### config.mk
export PLATFORM = sky130hd
export DESIGN_NAME = four_wheel_encoder_speed_meter_core
export DESIGN_NICKNAME = d
export VERILOG_FILES = /design/src/rtl/fwesm_pkg.sv /design/src/rtl/fwesm_ctrl.sv /design/src/rtl/fwesm_div.sv /design/src/rtl/fwesm_dp.sv /design/src/rtl/four_wheel_encoder_speed_meter_core.sv
export SDC_FILE = /design/constraint.sdc
export NUM_CORES = 2
export LEC_CHECK = 0
export ABC_CLOCK_PERIOD_IN_PS = 10850
export BUFFER_PORTS_ARGS = -buffer_cell sky130_fd_sc_hd__clkbuf_2
export CAP_MARGIN = 20
export CORE_ASPECT_RATIO = 1.5
export CORE_MARGIN = 2
export CORE_UTILIZATION = 66
export CTS_BUF_LIST = sky130_fd_sc_hd__clkbuf_4
export CTS_CLUSTER_DIAMETER = 200
export CTS_CLUSTER_SIZE = 30
export DETAILED_ROUTE_END_ITERATION = 6
export PLACE_DENSITY = 0.95
export SYNTH_ARGS = -nofsm -noshare
export SYNTH_HDL_FRONTEND = slang
export SYNTH_SLANG_ARGS = --single-unit
### constraint.sdc
create_clock -name clk -period 10.85 [get_ports clk]
set_clock_uncertainty 0.1 [all_clocks]
set_input_delay 2.17 -clock clk [delete_from_list [all_inputs] [get_ports clk]]
set_output_delay 2.17 -clock clk [all_outputs]
set_load 0.02 [all_outputs]
### src/rtl/fwesm_pkg.sv
// Shared types and constants for the four-wheel encoder speed meter.
`timescale 1ns / 1ps

package fwesm_pkg;

  localparam int CHANNELS_DEF = 4;
  localparam int PULSES_DEF   = 4;

  localparam int CH_FIELD_W = 2;
  localparam int TV_W       = 16;
  localparam int MASK_W     = 4;
  localparam int CFG_W      = 16;
  localparam int CFG_IDX_W  = 2;
  localparam int PERIOD_W   = 34;
  localparam int SPEED_W    = 25;
  localparam int DIST_W     = 32;
  localparam int DIV_W      = 38;
  localparam int DIV_CNT_W  = 6;

  localparam int IN_DATA_W   = 24;
  localparam int IN_USER_W   = 1;
  localparam int OUT_DATA_W  = 64;
  localparam int OUT_USER_W  = 2;

  localparam logic [CFG_IDX_W-1:0] CFG_POLARITY = 2'd0;
  localparam logic [CFG_IDX_W-1:0] CFG_DIST_EN  = 2'd1;
  localparam logic [CFG_IDX_W-1:0] CFG_WEIGHT   = 2'd2;

  localparam logic [MASK_W-1:0] POLARITY_RST = 4'd9;
  localparam logic [MASK_W-1:0] DIST_EN_RST  = 4'd10;
  localparam logic [TV_W-1:0]   WEIGHT_RST   = 16'd499;

  localparam logic [DIV_W-1:0] SPEED_NUM     = DIV_W'(409_600_000);
  localparam logic [DIV_W-1:0] SPEED_DEN_MUL = DIV_W'(33);

  typedef struct packed {
    logic capture;
    logic eval;
    logic prep;
    logic load;
    logic step;
    logic deliver;
  } cmd_t;

  typedef struct packed {
    logic is_final;
    logic period_pos;
    logic div_last;
    logic out_free;
  } sts_t;

endpackage

### src/rtl/fwesm_ctrl.sv
// Controller state machine sequencing capture, update, divide and delivery.
`timescale 1ns / 1ps

module fwesm_ctrl (
  input  logic              clk,
  input  logic              rst_n,
  input  logic              in_valid,
  output logic              in_ready,
  input  fwesm_pkg::sts_t   sts,
  output fwesm_pkg::cmd_t   cmd
);

  typedef enum logic [5:0] {
    ST_IDLE = 6'b000001,
    ST_EVAL = 6'b000010,
    ST_PREP = 6'b000100,
    ST_LOAD = 6'b001000,
    ST_DIV  = 6'b010000,
    ST_FIN  = 6'b100000
  } state_t;

  state_t state_r, state_nxt;

  always_comb begin
    state_nxt = state_r;
    cmd       = '0;
    unique case (state_r)
      ST_IDLE: begin
        if (in_valid) begin
          cmd.capture = 1'b1;
          state_nxt   = ST_EVAL;
        end
      end
      ST_EVAL: begin
        cmd.eval  = 1'b1;
        state_nxt = sts.is_final ? ST_PREP : ST_FIN;
      end
      ST_PREP: begin
        cmd.prep  = 1'b1;
        state_nxt = sts.period_pos ? ST_LOAD : ST_FIN;
      end
      ST_LOAD: begin
        cmd.load  = 1'b1;
        state_nxt = ST_DIV;
      end
      ST_DIV: begin
        cmd.step = 1'b1;
        if (sts.div_last) begin
          state_nxt = ST_FIN;
        end
      end
      ST_FIN: begin
        if (sts.out_free) begin
          cmd.deliver = 1'b1;
          state_nxt   = ST_IDLE;
        end
      end
      default: begin
        state_nxt = ST_IDLE;
      end
    endcase
  end

  always_ff @(posedge clk) begin
    if (!rst_n) begin
      state_r <= ST_IDLE;
    end else begin
      state_r <= state_nxt;
    end
  end

  assign in_ready = (state_r == ST_IDLE);

endmodule

### src/rtl/fwesm_div.sv
// Serial restoring divider producing the rounded speed magnitude, one bit per cycle.
`timescale 1ns / 1ps

module fwesm_div (
  input  logic                        clk,
  input  logic                        rst_n,
  input  logic                        load,
  input  logic                        step,
  input  logic [fwesm_pkg::DIV_W-1:0] den_i,
  output logic [fwesm_pkg::DIV_W-1:0] quot_o,
  output logic                        last_o
);

  localparam int W  = fwesm_pkg::DIV_W;
  localparam int CW = fwesm_pkg::DIV_CNT_W;

  logic [W-1:0]  rem_r, acc_r, den_r;
  logic [CW-1:0] cnt_r;
  logic [W:0]    rem_sh;
  logic [W+1:0]  diff;
  logic          ge;

  always_comb begin
    rem_sh = {rem_r, acc_r[W-1]};
    diff   = {1'b0, rem_sh} - {2'b00, den_r};
    ge     = !diff[W+1];
  end

  always_ff @(posedge clk) begin
    if (load) begin
      acc_r <= fwesm_pkg::SPEED_NUM + (den_i >> 1);
      rem_r <= '0;
      den_r <= den_i;
    end else if (step) begin
      rem_r <= ge ? diff[W-1:0] : rem_sh[W-1:0];
      acc_r <= {acc_r[W-2:0], ge};
    end
  end

  always_ff @(posedge clk) begin
    if (!rst_n) begin
      cnt_r <= '0;
    end else if (load) begin
      cnt_r <= '0;
    end else if (step) begin
      cnt_r <= cnt_r + CW'(1);
    end
  end

  assign quot_o = acc_r;
  assign last_o = (cnt_r == CW'(W - 1));

endmodule

### src/rtl/fwesm_dp.sv
// Datapath: configuration, per-channel state, period, divider and output register.
`timescale 1ns / 1ps

module fwesm_dp #(
  parameter int CHANNELS           = fwesm_pkg::CHANNELS_DEF,
  parameter int PULSES_PER_MEASURE = fwesm_pkg::PULSES_DEF
) (
  input  logic                             clk,
  input  logic                             rst_n,
  input  logic                             cfg_we,
  input  logic [fwesm_pkg::CFG_IDX_W-1:0]  cfg_index,
  input  logic [fwesm_pkg::CFG_W-1:0]      cfg_wdata,
  input  logic                             it_mode,
  input  logic [fwesm_pkg::CH_FIELD_W-1:0] it_ch,
  input  logic                             it_pin,
  input  logic [fwesm_pkg::TV_W-1:0]       it_tv,
  input  fwesm_pkg::cmd_t                  cmd,
  output fwesm_pkg::sts_t                  sts,
  input  logic                             out_ready,
  output logic                             out_valid,
  output logic [fwesm_pkg::CH_FIELD_W-1:0] out_ch,
  output logic                             out_speed_valid,
  output logic [fwesm_pkg::SPEED_W-1:0]    out_speed,
  output logic                             out_perr,
  output logic [fwesm_pkg::DIST_W-1:0]     out_dist
);

  localparam int IDX_W = (CHANNELS > 1) ? $clog2(CHANNELS) : 1;
  localparam int XW    = IDX_W + fwesm_pkg::CH_FIELD_W;
  localparam int PH_W  = $clog2(PULSES_PER_MEASURE);
  localparam int TV_W  = fwesm_pkg::TV_W;
  localparam int PW    = fwesm_pkg::PERIOD_W;
  localparam int SW    = fwesm_pkg::SPEED_W;
  localparam int DW    = fwesm_pkg::DIST_W;
  localparam int VW    = fwesm_pkg::DIV_W;
  localparam int MW    = fwesm_pkg::MASK_W;

  logic [MW-1:0]   cfg_pol_r, cfg_den_r;
  logic [TV_W-1:0] cfg_weight_r;

  logic                              it_mode_r, it_pin_r;
  logic [fwesm_pkg::CH_FIELD_W-1:0]  it_ch_r;
  logic [TV_W-1:0]                   it_tv_r;

  logic [PH_W-1:0] phase_r [CHANNELS];
  logic [TV_W-1:0] start_r [CHANNELS];
  logic [TV_W-1:0] ovf_r   [CHANNELS];
  logic            last_r  [CHANNELS];
  logic [DW-1:0]   dist_r  [CHANNELS];

  logic [XW-1:0]     ch_ext;
  logic [IDX_W-1:0]  idx;
  logic              exists, edge_hit, last_pulse, fwd_now, last_sel;
  logic [PH_W-1:0]   phase_sel;
  logic [TV_W-1:0]   start_sel, ovf_sel;
  logic [DW-1:0]     dist_sel, dist_step;
  logic [2*TV_W-1:0] prod;
  logic [PW-1:0]     period_nxt;

  logic [PW-1:0] period_r;
  logic [VW-1:0] den_r;
  logic          res_valid_r, res_perr_r, res_neg_r;
  logic [fwesm_pkg::CH_FIELD_W-1:0] res_ch_r;
  logic [DW-1:0] res_dist_r;

  logic [VW-1:0] quot;
  logic          div_last;
  logic [SW-1:0] mag;
  logic          period_pos;

  logic          out_valid_r, out_sv_r, out_perr_r;
  logic [fwesm_pkg::CH_FIELD_W-1:0] out_ch_r;
  logic [SW-1:0] out_speed_r;
  logic [DW-1:0] out_dist_r;

  always_ff @(posedge clk) begin
    if (!rst_n) begin
      cfg_pol_r    <= fwesm_pkg::POLARITY_RST;
      cfg_den_r    <= fwesm_pkg::DIST_EN_RST;
      cfg_weight_r <= fwesm_pkg::WEIGHT_RST;
    end else if (cfg_we) begin
      unique case (cfg_index)
        fwesm_pkg::CFG_POLARITY: cfg_pol_r    <= cfg_wdata[MW-1:0];
        fwesm_pkg::CFG_DIST_EN:  cfg_den_r    <= cfg_wdata[MW-1:0];
        fwesm_pkg::CFG_WEIGHT:   cfg_weight_r <= cfg_wdata[TV_W-1:0];
        default: begin
        end
      endcase
    end
  end

  always_ff @(posedge clk) begin
    if (cmd.capture) begin
      it_mode_r <= it_mode;
      it_ch_r   <= it_ch;
      it_pin_r  <= it_pin;
      it_tv_r   <= it_tv;
    end
  end

  always_comb begin
    ch_ext     = {{IDX_W{1'b0}}, it_ch_r};
    idx        = ch_ext[IDX_W-1:0];
    exists     = (ch_ext < XW'(CHANNELS));
    edge_hit   = it_mode_r && exists;
    phase_sel  = exists ? phase_r[idx] : '0;
    start_sel  = exists ? start_r[idx] : '0;
    ovf_sel    = exists ? ovf_r[idx]   : '0;
    dist_sel   = exists ? dist_r[idx]  : '0;
    last_sel   = exists ? last_r[idx]  : 1'b1;
    last_pulse = (phase_sel == PH_W'(PULSES_PER_MEASURE - 1));
    fwd_now    = (it_pin_r == cfg_pol_r[it_ch_r]);
    if (cfg_den_r[it_ch_r]) begin
      dist_step = last_sel ? dist_sel + DW'(1) : dist_sel - DW'(1);
    end else begin
      dist_step = dist_sel;
    end
    prod       = (2*TV_W)'(ovf_sel) * (2*TV_W)'(cfg_weight_r);
    period_nxt = PW'(prod) + PW'(it_tv_r) - PW'(start_sel);
  end

  always_ff @(posedge clk) begin
    if (!rst_n) begin
      for (int c = 0; c < CHANNELS; c++) begin
        phase_r[c] <= '0;
        start_r[c] <= '0;
        ovf_r[c]   <= '0;
        last_r[c]  <= 1'b1;
        dist_r[c]  <= '0;
      end
    end else if (cmd.eval) begin
      for (int c = 0; c < CHANNELS; c++) begin
        if (!it_mode_r) begin
          ovf_r[c] <= ovf_r[c] + TV_W'(1);
        end else if (edge_hit && idx == IDX_W'(c)) begin
          if (phase_sel == '0) begin
            start_r[c] <= it_tv_r;
            ovf_r[c]   <= '0;
          end
          phase_r[c] <= last_pulse ? '0 : phase_sel + PH_W'(1);
          last_r[c]  <= fwd_now;
          dist_r[c]  <= dist_step;
        end
      end
    end
  end

  assign period_pos = !period_r[PW-1] && (period_r != '0);

  always_ff @(posedge clk) begin
    if (cmd.eval) begin
      res_ch_r    <= it_ch_r;
      res_neg_r   <= !fwd_now;
      res_valid_r <= 1'b0;
      res_perr_r  <= 1'b0;
      period_r    <= period_nxt;
      if (!exists) begin
        res_dist_r <= '0;
      end else if (it_mode_r) begin
        res_dist_r <= dist_step;
      end else begin
        res_dist_r <= dist_sel;
      end
    end else if (cmd.prep) begin
      res_valid_r <= period_pos;
      res_perr_r  <= !period_pos;
      den_r       <= VW'(period_r[PW-2:0]) * fwesm_pkg::SPEED_DEN_MUL;
    end
  end

  fwesm_div u_div (
    .clk    (clk),
    .rst_n  (rst_n),
    .load   (cmd.load),
    .step   (cmd.step),
    .den_i  (den_r),
    .quot_o (quot),
    .last_o (div_last)
  );

  assign mag = quot[SW-1:0];

  always_ff @(posedge clk) begin
    if (!rst_n) begin
      out_valid_r <= 1'b0;
    end else if (cmd.deliver) begin
      out_valid_r <= 1'b1;
    end else if (out_ready) begin
      out_valid_r <= 1'b0;
    end
  end

  always_ff @(posedge clk) begin
    if (cmd.deliver) begin
      out_ch_r   <= res_ch_r;
      out_sv_r   <= res_valid_r;
      out_perr_r <= res_perr_r;
      out_dist_r <= res_dist_r;
      if (!res_valid_r) begin
        out_speed_r <= '0;
      end else if (res_neg_r) begin
        out_speed_r <= SW'(0) - mag;
      end else begin
        out_speed_r <= mag;
      end
    end
  end

  always_comb begin
    sts.is_final   = edge_hit && last_pulse;
    sts.period_pos = period_pos;
    sts.div_last   = div_last;
    sts.out_free   = !out_valid_r || out_ready;
  end

  assign out_valid       = out_valid_r;
  assign out_ch          = out_ch_r;
  assign out_speed_valid = out_sv_r;
  assign out_speed       = out_speed_r;
  assign out_perr        = out_perr_r;
  assign out_dist        = out_dist_r;

endmodule

### src/rtl/four_wheel_encoder_speed_meter_core.sv
// Top level of the four-wheel encoder speed meter.
//
// Input stream: in_tuser carries the item kind (0 timer overflow tick,
// 1 encoder edge); in_tdata carries channel, direction pin and timer value.
// Every accepted item yields exactly one result on the output stream:
// channel, signed Q8 speed and distance count in out_tdata, speed-valid and
// period-error flags in out_tuser.
// Configuration: pulse cfg_we with cfg_index/cfg_wdata while the block is
// idle (0 polarity mask, 1 distance enable mask, 2 overflow weight).
// Flow: one item at a time; in_tready is high only when idle.
// A tick, a non-final edge or a final edge with a non-positive period
// skips the serial divider. The edge that ends a measurement group
// runs the serial divider, one quotient bit per cycle over 38 bits.
// Reset: synchronous, active low; clears all channel state, restores the
// configuration defaults and empties the output register.
// Stall: a result waits in the output register; the next item is still
// taken and processed, and delivery holds until the register is free.
`timescale 1ns / 1ps

module four_wheel_encoder_speed_meter_core #(
  parameter int CHANNELS           = fwesm_pkg::CHANNELS_DEF,
  parameter int PULSES_PER_MEASURE = fwesm_pkg::PULSES_DEF
) (
  input  logic                             clk,
  input  logic                             rst_n,
  input  logic                             cfg_we,
  input  logic [fwesm_pkg::CFG_IDX_W-1:0]  cfg_index,
  input  logic [fwesm_pkg::CFG_W-1:0]      cfg_wdata,
  input  logic                             in_tvalid,
  output logic                             in_tready,
  // [1:0] channel, [2] direction_pin, [18:3] timer_value, [23:19] zero
  input  logic [fwesm_pkg::IN_DATA_W-1:0]  in_tdata,
  // [0] mode
  input  logic [fwesm_pkg::IN_USER_W-1:0]  in_tuser,
  output logic                             out_tvalid,
  input  logic                             out_tready,
  // [1:0] out_channel, [26:2] speed_q8, [58:27] distance, [63:59] zero
  output logic [fwesm_pkg::OUT_DATA_W-1:0] out_tdata,
  // [0] speed_valid, [1] period_error
  output logic [fwesm_pkg::OUT_USER_W-1:0] out_tuser
);

  localparam int CW = fwesm_pkg::CH_FIELD_W;
  localparam int TW = fwesm_pkg::TV_W;
  localparam int SW = fwesm_pkg::SPEED_W;
  localparam int DW = fwesm_pkg::DIST_W;

  fwesm_pkg::cmd_t cmd;
  fwesm_pkg::sts_t sts;

  logic          o_sv, o_perr;
  logic [CW-1:0] o_ch;
  logic [SW-1:0] o_speed;
  logic [DW-1:0] o_dist;

  fwesm_ctrl u_ctrl (
    .clk      (clk),
    .rst_n    (rst_n),
    .in_valid (in_tvalid),
    .in_ready (in_tready),
    .sts      (sts),
    .cmd      (cmd)
  );

  fwesm_dp #(
    .CHANNELS           (CHANNELS),
    .PULSES_PER_MEASURE (PULSES_PER_MEASURE)
  ) u_dp (
    .clk             (clk),
    .rst_n           (rst_n),
    .cfg_we          (cfg_we),
    .cfg_index       (cfg_index),
    .cfg_wdata       (cfg_wdata),
    .it_mode         (in_tuser[0]),
    .it_ch           (in_tdata[CW-1:0]),
    .it_pin          (in_tdata[CW]),
    .it_tv           (in_tdata[CW+TW:CW+1]),
    .cmd             (cmd),
    .sts             (sts),
    .out_ready       (out_tready),
    .out_valid       (out_tvalid),
    .out_ch          (o_ch),
    .out_speed_valid (o_sv),
    .out_speed       (o_speed),
    .out_perr        (o_perr),
    .out_dist        (o_dist)
  );

  assign out_tdata = {{(fwesm_pkg::OUT_DATA_W - CW - SW - DW){1'b0}}, o_dist, o_speed, o_ch};
  assign out_tuser = {o_perr, o_sv};

`ifndef SYNTHESIS
  a_busy_after_transfer: assert property (@(posedge clk) disable iff (!rst_n)
    (in_tvalid && in_tready) |=> !in_tready)
    else $error("input taken while an item is still in progress");

  a_flags_exclusive: assert property (@(posedge clk) disable iff (!rst_n)
    out_tvalid |-> !(out_tuser[0] && out_tuser[1]))
    else $error("speed valid and period error both set");

  a_speed_zero_when_invalid: assert property (@(posedge clk) disable iff (!rst_n)
    (out_tvalid && !out_tuser[0]) |-> (out_tdata[26:2] == '0))
    else $error("nonzero speed on a result without a valid speed");

  a_deliver_needs_room: assert property (@(posedge clk) disable iff (!rst_n)
    cmd.deliver |-> (!out_tvalid || out_tready))
    else $error("result delivered over an untaken result");
`endif

endmodule

* Word-level counts from Yosys, hierarchy flattened
Memories as Yosys holds them, arrays and structs flattened. A register that Yosys moved wholly into a read port is not among the register bits.
Index checks and enable logic that the tools add are counted.
Widths: inputs -> output; s select.
** Word-level totals
- Input bits :: 48
- Bits in writable memories :: 268
- Memories kept :: 5
- Output and inout port bits :: 68
- Word-level logic and storage cells :: 216
- Bits in registers :: 341
** Memory list
- u_dp.dist_r :: depth 4, bits a word 32, read ports 1, clocked after Yosys merged registers in 1, write ports 4, RTL line fwesm_dp.sv:49 : logic [DW-1:0] dist_r [CHANNELS];
- u_dp.ovf_r :: depth 4, bits a word 16, read ports 5, clocked after Yosys merged registers in 1, write ports 4, RTL line fwesm_dp.sv:47 : logic [TV_W-1:0] ovf_r [CHANNELS];
- u_dp.start_r :: depth 4, bits a word 16, read ports 1, clocked after Yosys merged registers in 1, write ports 4, RTL line fwesm_dp.sv:46 : logic [TV_W-1:0] start_r [CHANNELS];
- u_dp.phase_r :: depth 4, bits a word 2, read ports 1, clocked after Yosys merged registers in 1, write ports 4, RTL line fwesm_dp.sv:45 : logic [PH_W-1:0] phase_r [CHANNELS];
- u_dp.last_r :: depth 4, bits a word 1, read ports 1, clocked after Yosys merged registers in 1, write ports 4, RTL line fwesm_dp.sv:48 : logic last_r [CHANNELS];
** Operators by class
- Multipliers :: 2
- Reduce and logical (&&, ||, !) cells :: 24
- Muxes and demuxes :: 103
- Add/subtract/negate cells :: 13
- Bitwise operators :: 26
- Order comparisons :: 1
- Equality and inequality tests :: 17
** Operators with widths (count)
- $mux 32 :: 7
- $mux 16 :: 12
- $mux 38 :: 3
- $add 16x1->16 const B :: 4
- $mux 1 :: 62
- $sub 39x38->40 :: 1
- $add 29x37->38 const A :: 1
- $mul 33x6->38 const B :: 1
- $pmux 6 s6 :: 1
- $reduce_bool 34->1 :: 1
- $sub 34x16->34 :: 1
- $add 32x16->33 :: 1
- $add 32x1->32 const B :: 1
- $mul 16x16->32 :: 1
- $sub 32x1->32 const B :: 1
- $mux 6 :: 5
- $mux 25 :: 1
- $sub 1x25->25 const A :: 1
- $or 1x1->1 :: 24
- $mux 2 :: 10
- $eq 6x6->1 const B :: 2
- $eq 2x2->1 const B :: 4
- $reduce_and 2->1 :: 4
- $add 6x1->6 const B :: 1
- other kinds (20) :: 36

* Longest topological paths before layout
- Depth after elaboration :: 8
- Mapped depth :: 35
- Mapped depth without buffers :: 32

* Cells and area by module
A second synthesis with hierarchy kept.
** Unflattened totals
- Cells, all modules :: 3761
- Area total of the unflattened synthesis :: 41409.7 µm²
** By module, submodules not included
- fwesm_dp :: instances 1, cells each 2981, area an instance 33633.5 µm², seq. area each 14273.7 µm²
- fwesm_div :: instances 1, cells each 726, area an instance 7312.0 µm², seq. area each 3163.0 µm²
- fwesm_ctrl :: instances 1, cells each 46, area an instance 407.9 µm², seq. area each 120.1 µm²
- four_wheel_encoder_speed_meter_core :: instances 1, cells each 8, area an instance 56.3 µm², seq. area each 0.0 µm²

* Worst setup path after synthesis
Ideal clock, no wire load.
- Path type :: register to register
- Start :: register (tool-made name)
- End :: register u_dp.period_r[31], data pin
- Setup time :: 0.265 ns
- Data arrival time :: 8.647 ns
- Path buffers :: 3
- Setup slack :: 1.839 ns
- Cell stages (with the launch flop) :: 33
- Clock period less this slack :: 9.011 ns
- Data required time :: 10.485 ns
- Cell sequence :: dfxtp_1 > buf_6 > clkbuf_1 > buf_1 > mux4_2 > and2_1 > fa_1 > inv_1 > fa_1 > fa_1 > fa_1 > inv_1 > fa_1 > inv_1 > fa_1 > inv_1 > ha_1 > and2_1 > o21ai_0 > o31ai_1 > nor2_1 > nor3_1 > ha_1 > a21o_1 > a21o_1 > nor2_1 > o2bb2ai_1 > a211oi_1 > a211o_1 > nor2_2 > nand3_2 > or4_4 > xnor2_1
** RTL lines
- end signal: assignment :: RTL line fwesm_dp.sv:156 : period_r <= period_nxt;
- end: declaration :: RTL line fwesm_dp.sv:60 : logic [PW-1:0] period_r;

==> results.sh <==
export IMPL_finalHoldViolations=0
export IMPL_synth_edf_count=532
export IMPL_clock_latency_ns=0.95
export IMPL_max_stage_delay_ns=0.82
export IMPL_final_common_cell="edfxtp_1"
export IMPL_die_y_um=310.9
export IMPL_dp_worst_setup_slack_ns=1.626
export IMPL_yosysSeqAreaShare_pct=42.37
export IMPL_hold_class="reg2reg"
export IMPL_post_synth_top_area_cell="edfxtp_1"
export IMPL_area_delta_synth_final_pct=3.841
export IMPL_fin_crit_sh_pct=86.87
export IMPL_grt_pass1_vias=31370
export IMPL_routedWlPerCell_um=20.64
export IMPL_synthTopCellsByArea="edfxtp_1 (39%), fa_1 (10%), ha_1 (8.7%)"
export IMPL_dpl_cell_count=4626
export IMPL_final_cells=4671
export IMPL_cts_sinks=611
export IMPL_globalRoute_busiestLayer="met2"
export IMPL_dp_hpwl_um=70790
export IMPL_floorplan_die_area_um2=64840
export IMPL_ant_nets=0
export IMPL_cap_violations=0
export IMPL_period_needed_ns=9.426
export IMPL_grt_pass1_wl_um=154800
export IMPL_ctsResizeCount=0
export IMPL_viasPerCell=6.431
export IMPL_cts_buffers=24
export IMPL_arrival_ns=10.09
export IMPL_synthArstFlopShare_pct=0
export IMPL_cts_root_buf="clkbuf_4"
export IMPL_use_met1_pct=33.01
export IMPL_synthesis_area_um2=41430
export IMPL_cts_max_level=1
export IMPL_met3_usage_pct=4.875
export IMPL_layout_common_cells="edfxtp_1 (532), nand2_1 (431), inv_1 (382)"
export IMPL_end_kind="register"
export IMPL_setup_viol=0
export IMPL_clock_path_buffers=3
export IMPL_gp_congestion=0.9393
export IMPL_status="complete, but fails checks"
export IMPL_start_kind="register"
export IMPL_grt_max_degree=73
export IMPL_initial_core_util_pct=66.59
export IMPL_synth_warnings=0
export IMPL_port_buffers=105
export IMPL_grt_overflow=0
export IMPL_slowest_stage="mux4_2"
export IMPL_cp_common_cell="fa_1"
export IMPL_grt_use_total_pct=29.60
export IMPL_die_x_um=208.6
export IMPL_drive_above_1_share_pct=8.084
export IMPL_core_area_um2=62220
export IMPL_cts_reportedPaths_clkPinSlew_ns=0.34
export IMPL_route_detailed_drc=10
export IMPL_cts_setup_buffers=0
export IMPL_syn_inst=3841
export IMPL_violations="design-rule violations"
export IMPL_ys_ff_latch=611
export IMPL_groute_layer_met2_usage_pct=53.99
export IMPL_grt_antenna_before_repair=5
export IMPL_yosysUniqueCellTypes=89
export IMPL_synthFlopType="edfxtp_1"
export IMPL_fmax_ghz=0.1061
export IMPL_crit_type="reg2reg"
export IMPL_fin_setup_tns_ns=0
export IMPL_crit_path_max_fanout=28
export IMPL_fin_nets=4405
export IMPL_tightestPinTransition_ns=1.093
export IMPL_slew_headroom_pct=26.60
export IMPL_io_pins=116
export IMPL_rsz0062_at_grt="false"
export IMPL_drt_initial_drc_count=3001
export IMPL_cts_tree="built"
export IMPL_slew_viol_final=0
export IMPL_n_fill_cell=4056
export IMPL_drt_total_wl_um=96390
export IMPL_fp_row_count=112
export IMPL_critPathRequiredTime_ns=11.51
export IMPL_synth_top_area_share_pct=38.56
export IMPL_vias=30040
export IMPL_hold_buffers=0
export IMPL_worst_slack_ns=1.424
export IMPL_dr_pass1_iters=7
export IMPL_avgSynthCellArea_um2=10.79
[routing by layer]
metal	routed length [um]	vias up
met3	8778	477
met2	49770	1814
li1	-	13320
met5	41	-
met4	5286	4
met1	32510	14430
[path summary, 6_finish.rpt]
path | from | to | slack (ns) | cells after the start
setup / recovery | register | u_dp.period_r[32] | 1.42 | 28
hold reg to reg | u_dp.res_dist_r[19] | u_dp.out_dist[19] | 0.36 | 0
setup reg to reg | register | u_dp.period_r[32] | 1.42 | 28
hold / removal | u_dp.res_dist_r[19] | u_dp.out_dist[19] | 0.36 | 0
[synthesized netlist by cell type (9+ instances only)]
| cell | number |
|---|---|
| a211o_1 | 10 |
| a211oi_1 | 23 |
| a21o_1 | 61 |
| a21oi_1 | 154 |
| a31oi_1 | 12 |
| a32oi_1 | 10 |
| and2_1 | 147 |
| and3_1 | 98 |
| buf_1 | 13 |
| clkbuf_1 | 123 |
| dfxtp_1 | 79 |
| edfxtp_1 | 532 |
| fa_1 | 215 |
| ha_1 | 288 |
| inv_1 | 384 |
| mux2_2 | 16 |
| mux2i_1 | 60 |
| mux4_2 | 69 |
| nand2_1 | 431 |
| nand2b_1 | 22 |
| nand3_1 | 66 |
| nand3b_1 | 11 |
| nand4_1 | 35 |
| nor2_1 | 317 |
| nor2b_1 | 17 |
| nor3_1 | 30 |
| nor3b_1 | 9 |
| nor4_1 | 14 |
| o211ai_1 | 9 |
| o21a_1 | 26 |
| o21ai_0 | 155 |
| o21bai_1 | 20 |
| o31ai_1 | 16 |
| or2_2 | 11 |
| or3_1 | 13 |
| xnor2_1 | 152 |
| xor2_1 | 85 |
[worst max-delay path: cells and delay by family, from the launching register on]
| family | cells | cell delay [ns] |
|---|---|---|
| buffers and inverters | 4 | 0.19 |
| muxes | 1 | 0.82 |
| xor gates and xnor gates | 1 | 0.10 |
| adders and majority gates | 8 | 3.78 |
| AOI/OAI and AO/OA | 6 | 1.49 |
| and+or+nand+nor | 8 | 1.92 |
| DFF | 1 | 0.80 |
[stage by stage]
stage	utilization [%]	hold WS, ns	cell area, um^2
6_report	69.15	0.3574	43020
5_1_grt	69.15	0.3717	43020
4_1_cts	69.14	0.3624	43020
3_5_place_dp	68.56	0.3045	42660
3_3_place_gp	68.53	0.3019	42640
2_1_floorplan	-	0.3003	41450
[flip-flops by register name, summed over array words and instances, names as in the netlist, 4 cells and up, named ones only]
register	flops
u_dp.ovf_r	64
u_dp.cfg_pol_r	4
u_dp.start_r	64
u_dp.u_div.rem_r	38
u_dp.res_dist_r	32
u_dp.out_dist	32
u_dp.it_tv_r	16
u_dp.den_r	38
u_dp.u_div.quot_o	38
u_dp.last_r	4
u_dp.u_div.cnt_r	6
u_dp.out_speed	25
u_dp.dist_r	128
u_ctrl.state_r	6
u_dp.u_div.den_r	38
u_dp.cfg_weight_r	16
u_dp.phase_r	8
u_dp.cfg_den_r	4
u_dp.period_r	34
[cells by family (layout without fill, tap and decap cells)]
family                   count (synthesis)  after routing  share of synthesized area, %
AND/OR/NAND/NOR                       1243           1243                         14.18
flip-flops                             611            611                         42.37
AO/OA/AOI/OAI                          565            565                         8.712
buffers and inverters                  535            562                         4.950
adder cells (fa/ha/maj)                503            503                         19.09
XOR/XNOR                               238            238                         5.049
multiplexers                           145            145                         5.635
other                                    1              6                      0.009051
[layout make-up]
class	count	area [um^2]	share of cell area, %
Antenna cell	1	2.502	0.005816
Sequential cell	611	17560	40.82
Tap cell	798	998.5	2.321
Timing Repair Buffer	134	750.7	1.745
Clock buffer	42	315.3	0.7329
Inverter	384	1441	3.350
Multi-Input combinational cell	2699	21900	50.91
Clock inverter	2	50.05	0.1163
Power is not shown: default switching activity piles up to over one toggle a cycle in this logic, so the estimate is an artifact.
